## src/rtl/bfsp_ram.sv

```systemverilog
// bfsp_ram: generic single write, single read ram with registered read
// no dependencies
`timescale 1ns / 1ps
module bfsp_ram #(
  parameter int WIDTH = 8,
  parameter int DEPTH = 64
) (
  input  logic                     clk,
  input  logic                     we,
  input  logic [$clog2(DEPTH)-1:0] waddr,
  input  logic [WIDTH-1:0]         wdata,
  input  logic [$clog2(DEPTH)-1:0] raddr,
  output logic [WIDTH-1:0]         rdata
);

  logic [WIDTH-1:0] mem [DEPTH];

  always_ff @(posedge clk) begin
    if (we) begin
      mem[waddr] <= wdata;
    end
    rdata <= mem[raddr];
  end

endmodule

```

## config.mk

```make
export PLATFORM = sky130hd
export DESIGN_NAME = bfsp_ram
export DESIGN_NICKNAME = d
export VERILOG_FILES = /design/src/rtl/bfsp_ram.sv
export SDC_FILE = /design/constraint.sdc
export NUM_CORES = 1
export LEC_CHECK = 0
export ABC_AREA = 1
export BUFFER_PORTS_ARGS = -buffer_cell sky130_fd_sc_hd__clkbuf_2
export CAP_MARGIN = 20
export CORE_MARGIN = 10
export CORE_UTILIZATION = 40
export DETAILED_ROUTE_END_ITERATION = 7
export SLEW_MARGIN = 20
export SYNTH_ARGS = -nofsm -noshare
export SYNTH_HDL_FRONTEND = slang
export SYNTH_SLANG_ARGS = --single-unit
```

## constraint.sdc

```tcl
create_clock -name clk -period 2.3 [get_ports clk]
set_input_delay 0.345 -clock clk [delete_from_list [all_inputs] [get_ports clk]]
set_output_delay 0.345 -clock clk [all_outputs]
set_load 0.1 [all_outputs]
```

---- After elaboration in Yosys (flattened, before gate mapping) ----
Memories as Yosys holds them, arrays and structs flattened. A register that Yosys moved wholly into a read port is not among the register bits.
Cells that the tools add are included.
word-level totals
  memories ................................ 1
  logic and storage cells ................. 3
  register bits after elaboration ......... 0
  RAM bits ................................ 512
cells by class
  muxes and demuxes ....................... 2
memories
  name  depth  bits a word  read ports  clocked after memory_dff  write ports  line  RTL
  mem   64     8            1           1                         1            16    logic [WIDTH-1:0] mem [DEPTH];
operator list
  operator  number
  $mux 1    2

---- Longest topological paths before layout ----
Gate-level depths: netlist (run 1).
  depth after elaboration ................. 2
  depth in mapped cells ................... 12
  mapped depth without buffers ............ 9

---- Worst setup path before layout (run 1) ----
OpenSTA, ideal clock, no wires.
  path kind ............................... input to register
  start ................................... input port we
  end ..................................... memory mem[48][0], enable pin
  required time ........................... 1.905 ns
  data arrival time ....................... 1.716 ns
  setup time .............................. 0.395 ns
  slack ................................... 0.189 ns
  stages .................................. 3
  buffers on the path ..................... 1
  cells stage by stage .................... clkbuf_1 > nand4_1 > nor4_1
between the ends
  longest elaborated chain between the ends .. 2
RTL lines
  element                       line  RTL
  start: declaration            9     input logic we,
  $mux 1                        19    if (we) begin
  $mux 1 (not written as such)  20    mem[waddr] <= wdata;
  end: declaration              16
No other way between the ends.

---- Final worst setup path (run 1) ----
  start ................................... register rdata[4], read port of mem
  end ..................................... output port rdata[4]
RTL lines
  element             line  RTL
  start: declaration  13    output logic [WIDTH-1:0] rdata
No word-level cell between the ends.

==> run metrics, run 1 <==
Area Overhead vs Synth=14.73%; postcts setup bufs=0; worst r2r src=mem[39][4]$_DFFE_PP_; Net Switching=approximately 4.7 mW; clock share of power=between 40% and 50%; GR Util All Layers=around 17%; Hold Crit Endpoint=rdata[5]$_DFF_P_; critical path class=flip-flop to output pin; largest net degree at the start of global routing=80; Seq/Total Area, Yosys=about 73%; Reg2Reg Capture Point=rdata[4]$_DFF_P_; proportion of layout cells with a drive suffix above 1=between 10% and 20%; # DRC=0; Post-Place Worst Slack=216.2 ps; critical path required time=about 2000 ps; Synth area leaders=edfxtp_1, nand2_1, nand3_1; syn_nets=1827; Slowest cell on crit path=dfxtp_1; number of port buffers=29; static leakage=8.944 nW; I/O pin count=30; grt total ovfl=0; period utilization=89.34%; clk slew on worst S/H paths=approximately 60 ps; combinational share of power=between 6 and 7%; hold slack=95.49 ps; H-tree depth=2; DR iter-0 viols=1288; Synth top area share=between 70 and 80%; Routed WL=about 53000 microns; CTS tree=yes; MaxCap Viol Count=0; syn avg cell area=11.82 sq um; first-pass iteration count of the detailed router=5; Die X=~250 microns; filler cell count=between 4000 and 5000; core area=0.05266 sq mm; CP Buf/Inv Count=1; Internal Power=roughly 17 mW; Switching Share=22.03%; Post-DRT Antenna Nets=0; antenna violations before repair=5; first-pass GRT wire length=~82000 microns; Seq cells post-synth=520; Fin. Hold Viols=0; setup violators final=0; critical-path cell list=clkbuf_2; setup TNS=0 ps; kind of cell adding the most delay to the critical path=flip-flops; worst-skew pair later-pin latency=620 ps; cts bufs inserted=53; vias per cell=5.316; Slew Viols, Final=0; Pwr Density=867.0 mW/mm^2; Gate Count Post-Synth=roughly 1800; Worst Skew=around 26 ps; Worst setup SP type=flip-flop; root buffer cell=clkbuf_16; ant diodes=0; CP max stage delay=approximately 560 ps; Vias=13930; final net count=approximately 1900; path type of the worst min-delay path=input pin to flip-flop; Worst Hold Launch=raddr[5]; HPWL after DPL=31600 microns; RSZ-0062 raised after global routing=no; CTS Buffer Depth=3; Max rail drop VDD=0.6231 mV; fin crit period=2055 ps; Post-Syn Area=around 0.021 sq mm; fmax=486.6 MHz; Synth area leader=edfxtp_1; Setup crit end kind=output pin; Starting Density=40.53%; Worst-Margin Slew=between 800 and 900 ps; setup ws final=245.1 ps; post-cts resize count=0; status=finished, final reports clean; Hold Buf Count CTS=0; hold path cells=3; Max transition margin=between 40% and 50%; Die ar.=0.06299 sq mm; share of power burned in registers=49.6%; FF-to-FF path depth=8; Max Fanout on Critical Path=1; Unique masters post-synth=16; Die Span Y=around 250 microns; r2r setup slk=between 800 and 900 ps; wire length per cell=between 20 and 25 microns; Ys Warns=0; Rows=84; critical path data arrival time=1710 ps; number of global-route vias before repair=13740; Routability Congestion=0.8980; CTS sink count=between 500 and 600
[synthesized netlist by cell type]
cell type	n
inv_6	1
dfxtp_1	8
edfxtp_1	512
clkbuf_1	15
nand2_1	648
nor4_1	8
buf_2	37
nand3_1	439
nor2_1	56
inv_2	1
buf_1	10
nand4_1	9
buf_4	14
buf_8	2
buf_6	35
inv_1	10
[logic make-up (layout without fill, tap and decap cells)]
| group | after synthesis | in the layout | synth area share [%] |
|---|---|---|---|
| flip-flops | 520 | 520 | 72.80 |
| buffers and inverters | 125 | 253 | 4.022 |
| AND/OR/NAND/NOR | 1160 | 1160 | 23.18 |
[metal layers]
metal | share of wire, % | GRT usage (%) | up-vias
met5 | 0.077 | 0 | -
met4 | 2.7 | 5.835 | 6
met3 | 7.5 | 3.364 | 97
met2 | 46 | 26.23 | 476
met1 | 44 | 22.52 | 6837
li1 | - | - | 6517
[metrics by stage]
stage / power (mW) / std cells / area [sq um] / utilization [%]
floorplan: 11.58 / 1805 / 21340 / -
global placement: 12.10 / 2522 / 22580 / 42.89
detailed placement: 12.11 / 2522 / 22580 / 42.89
CTS: 21.40 / 2621 / 24480 / 46.50
global route: 21.87 / 2621 / 24480 / 46.50
finish: 21.23 / 2621 / 24480 / 46.50
[worst max-delay path by stage]
stage / to / slack (ps) / start / depth (start not counted)
after floorplan: mem[48][0]$_DFFE_PP_ / 190 / we / 3
after global placement: rdata[4]$_DFF_P_ / 220 / raddr[0] / 11
after detailed placement: rdata[4]$_DFF_P_ / 220 / raddr[0] / 11
after CTS: rdata[4] / 250 / rdata[4]$_DFF_P_ / 1
after global routing: rdata[4] / 250 / rdata[4]$_DFF_P_ / 1
final: rdata[4] / 250 / rdata[4]$_DFF_P_ / 1
[worst min-delay path, delay by kind of cell]
family        cells  cell delay, ps
buf+inv           1             150
simple gates      2             150
[cell type report]
type	count	area [sq um]	area share, %
Clock buffer	69	1469	6.000
Inverter	12	52.55	0.2146
Multi-Input combinational cell	1160	4946	20.20
Tap cell	688	860.8	3.516
Timing Repair Buffer	142	1190	4.860
Clock inverter	30	429.2	1.753
Sequential cell	520	15530	63.45
[placed cells by master, fill, tap and decap left out, drive strengths merged]
cell and count:
dfxtp 8, clkinv 15, nor2 56, nor4 8, clkbuf 96, clkinvlp 3
nand4 9, bufinv 11, edfxtp 512, nand3 439, nand2 648, inv 13
buf 115
[state kept, by name (all words and copies together), names as in the netlist]
name	count
mem	512
rdata	8
[power groups by stage]
stage | Sequential [mW] | Clock, mW | Combinational, mW
6_report | 10.5 | 9.31 | 1.39
4_1_cts | 10.5 | 9.49 | 1.39
5_1_grt | 10.5 | 9.83 | 1.51
3_3_place_gp | 10.7 | 0 | 1.37
2_1_floorplan | 10.8 | 0 | 0.737
3_5_place_dp | 10.7 | 0 | 1.38
(Power assumes the default switching activity.)
==> run 2, diff against run 1 <==
--- a/config.mk
+++ b/config.mk
@@ -8,7 +8,7 @@
 export ABC_AREA = 1
 export BUFFER_PORTS_ARGS = -buffer_cell sky130_fd_sc_hd__clkbuf_2
 export CAP_MARGIN = 20
-export CORE_MARGIN = 10
+export CORE_MARGIN = 8
 export CORE_UTILIZATION = 40
 export DETAILED_ROUTE_END_ITERATION = 7
 export SLEW_MARGIN = 20
==> run 2 against run 1 <==
Against the previous run: cell count fell by 0.11%; worst hold slack improved by 64 ps; setup slack improved by 150 ps; core utilization fell by 0.47 points; critical path depth did not move; maximum frequency rose by 8.1%; via count fell by 1.0%; clock skew fell by 6.5 ps; combinational power barely moved; count of clock-buffer cells in the layout fell by 6; sequential power barely moved.
==> run metrics, run 2 (synthesis results as in run 1) <==
CTS tree=yes; cell count after placement=2522 (unchanged); hold slack=159.1 ps (+63.66 ps); Die X=247.0 microns (-1.6%); cts bufs inserted=53 (unchanged); Largest register FFs=512 (unchanged); Worst setup SP type=flip-flop; antenna violations before repair=0 (-5); Routability Congestion=0.8572 (-4.5%); Routed WL=53080 microns (-0.59%); CP max stage delay=500 ps (-60 ps); GR Util All Layers=17.44% (+0.80 points); grt total ovfl=0 (unchanged); vias per cell=5.268 (-0.90%); critical path class=flip-flop to output pin; first-pass iteration count of the detailed router=5 (unchanged); Area Overhead vs Synth=13.56%; status=finished, final reports clean; setup violators final=0 (unchanged); commonest non-fill, non-tap cell in the layout=nand2_1; Worst Skew=19.12 ps (-6.453 ps); largest net degree at the start of global routing=112 (+40%); Slowest cell on crit path=clkbuf_2; first-pass GRT wire length=82010 microns (+0.28%); Starting Density=40.53% (unchanged); critical-path cell list=clkbuf_2; path type of the worst min-delay path=input pin to flip-flop; postcts setup bufs=0 (unchanged); Post-DRT Antenna Nets=0 (unchanged); Reg with most FFs=mem; CP Buf/Inv Count=1 (unchanged); Worst-Margin Slew=976.1 ps (+161.6 ps); CTS Buffer Depth=3 (unchanged); worst-skew pair later-pin latency=610 ps (about the same); clk slew on worst S/H paths=60 ps (about the same); Die Span Y=247.0 microns (-1.6%); H-tree depth=2 (unchanged); HPWL after DPL=31480 microns (-0.37%); setup TNS=0 ps (unchanged); Cell Count, Final, Fillers Out=2618 (-0.11%); core area=0.05266 sq mm (unchanged); I/O pin count=30 (unchanged); Pwr Density=821.6 mW/mm^2 (-5.2%); root buffer cell=clkbuf_16; RSZ-0062 raised after global routing=no; critical path data arrival time=1560 ps (-150 ps); DR iter-0 viols=1504 (+17%); fin crit period=1901 ps (-153.7 ps); period utilization=82.66% (-6.7 points); power consumption=19.91 mW (-6.2%); fmax=526.0 MHz (+8.1%); Setup crit end kind=output pin; post-cts resize count=0 (unchanged); wire length per cell=20.27 microns (-0.48%); number of global-route vias before repair=13480 (-1.9%); filler cell count=4720 (+0.62%); critical path required time=1960 ps (about the same); CTS sink count=520 (unchanged); biggest regs=mem (512), rdata (8); number of port buffers=29 (unchanged); Die ar.=0.06099 sq mm (-3.2%); Max transition margin=34.93% (-11 points); Rows=84 (unchanged); proportion of layout cells with a drive suffix above 1=11.25% (-0.55 points); Vias=13790 (-1.0%); Max rail drop VDD=0.5828 mV (-6.5%); MaxCap Viol Count=0 (unchanged); # DRC=0 (unchanged); static leakage=8.828 nW (-1.3%); kind of cell adding the most delay to the critical path=buffers and inverters; Max Fanout on Critical Path=1 (unchanged); Slew Viols, Final=0 (unchanged); final net count=1911 (unchanged); Fin. Hold Viols=0 (unchanged); most frequent cells in the layout=nand2_1, edfxtp_1, nand3_1; Hold Buf Count CTS=0 (unchanged)
[run 2: cell count changes in the layout (fill, tap and decap cells not counted), sizes merged]
cell / before / now
clkinvlp: 3 / 0
clkbuf: 96 / 91
buf: 115 / 114
bufinv: 11 / 2
inv: 13 / 14
diode: 0 / 1
clkinv: 15 / 28
[run 2: power by group]
| group | internal (mW) | switching, mW | leakage (nW) |
|---|---|---|---|
| clock network | 4.45 | 3.54 | 0.787 |
| registers | 10.5 | 0.0382 | 4.67 |
| logic | 0.353 | 1.04 | 3.37 |
| total | 15.3 | 4.62 | 8.83 |
[run 2: path summary, 6_finish.rpt]
kind                        start                    to  slack [ps]  cells past startpoint
max              rdata[4]$_DFF_P_              rdata[4]         400                      1
min                      wdata[7]  mem[18][7]$_DFFE_PP_         160                      1
min reg2reg   mem[4][0]$_DFFE_PP_      rdata[0]$_DFF_P_         810                      8
max reg2reg  mem[25][6]$_DFFE_PP_      rdata[6]$_DFF_P_         930                      8
[run 2: area by class of cell]
type / instances / area (sq um) / area share, %
Clock inverter: 32 / 227.7 / 0.9397
Inverter: 12 / 55.05 / 0.2272
Sequential cell: 520 / 15530 / 64.11
Tap cell: 688 / 860.8 / 3.552
Timing Repair Buffer: 142 / 1242 / 5.127
Clock buffer: 63 / 1364 / 5.628
Multi-Input combinational cell: 1160 / 4946 / 20.41
Antenna cell: 1 / 2.502 / 0.01033
[run 2: worst reg2reg max path, delay by kind of cell (launching register included)]
| family | cells | cell delay (ps) |
|---|---|---|
| AND/OR/NAND/NOR | 8 | 860 |
| flip-flops | 1 | 360 |
[run 2: metal layers]
metal | vias up | track usage [%] | routed length, microns
met2 | 424 | 27.21 | 24270
met3 | 77 | 2.449 | 3506
met1 | 6777 | 25.47 | 24290
li1 | 6514 | - | -
met4 | 0 | 4.486 | 1015
met5 | - | 0 | 0
[run 2: per-stage QoR]
stage / setup WS (ps) / util [%] / cell area, sq um
global route: 388.8 / 46.02 / 24230
finish: 398.8 / 46.02 / 24230
floorplan: 188.9 / - / 21340
detailed placement: 246.2 / 43.00 / 22640
global placement: 253.2 / 43.00 / 22640
CTS: 393.7 / 46.02 / 24230
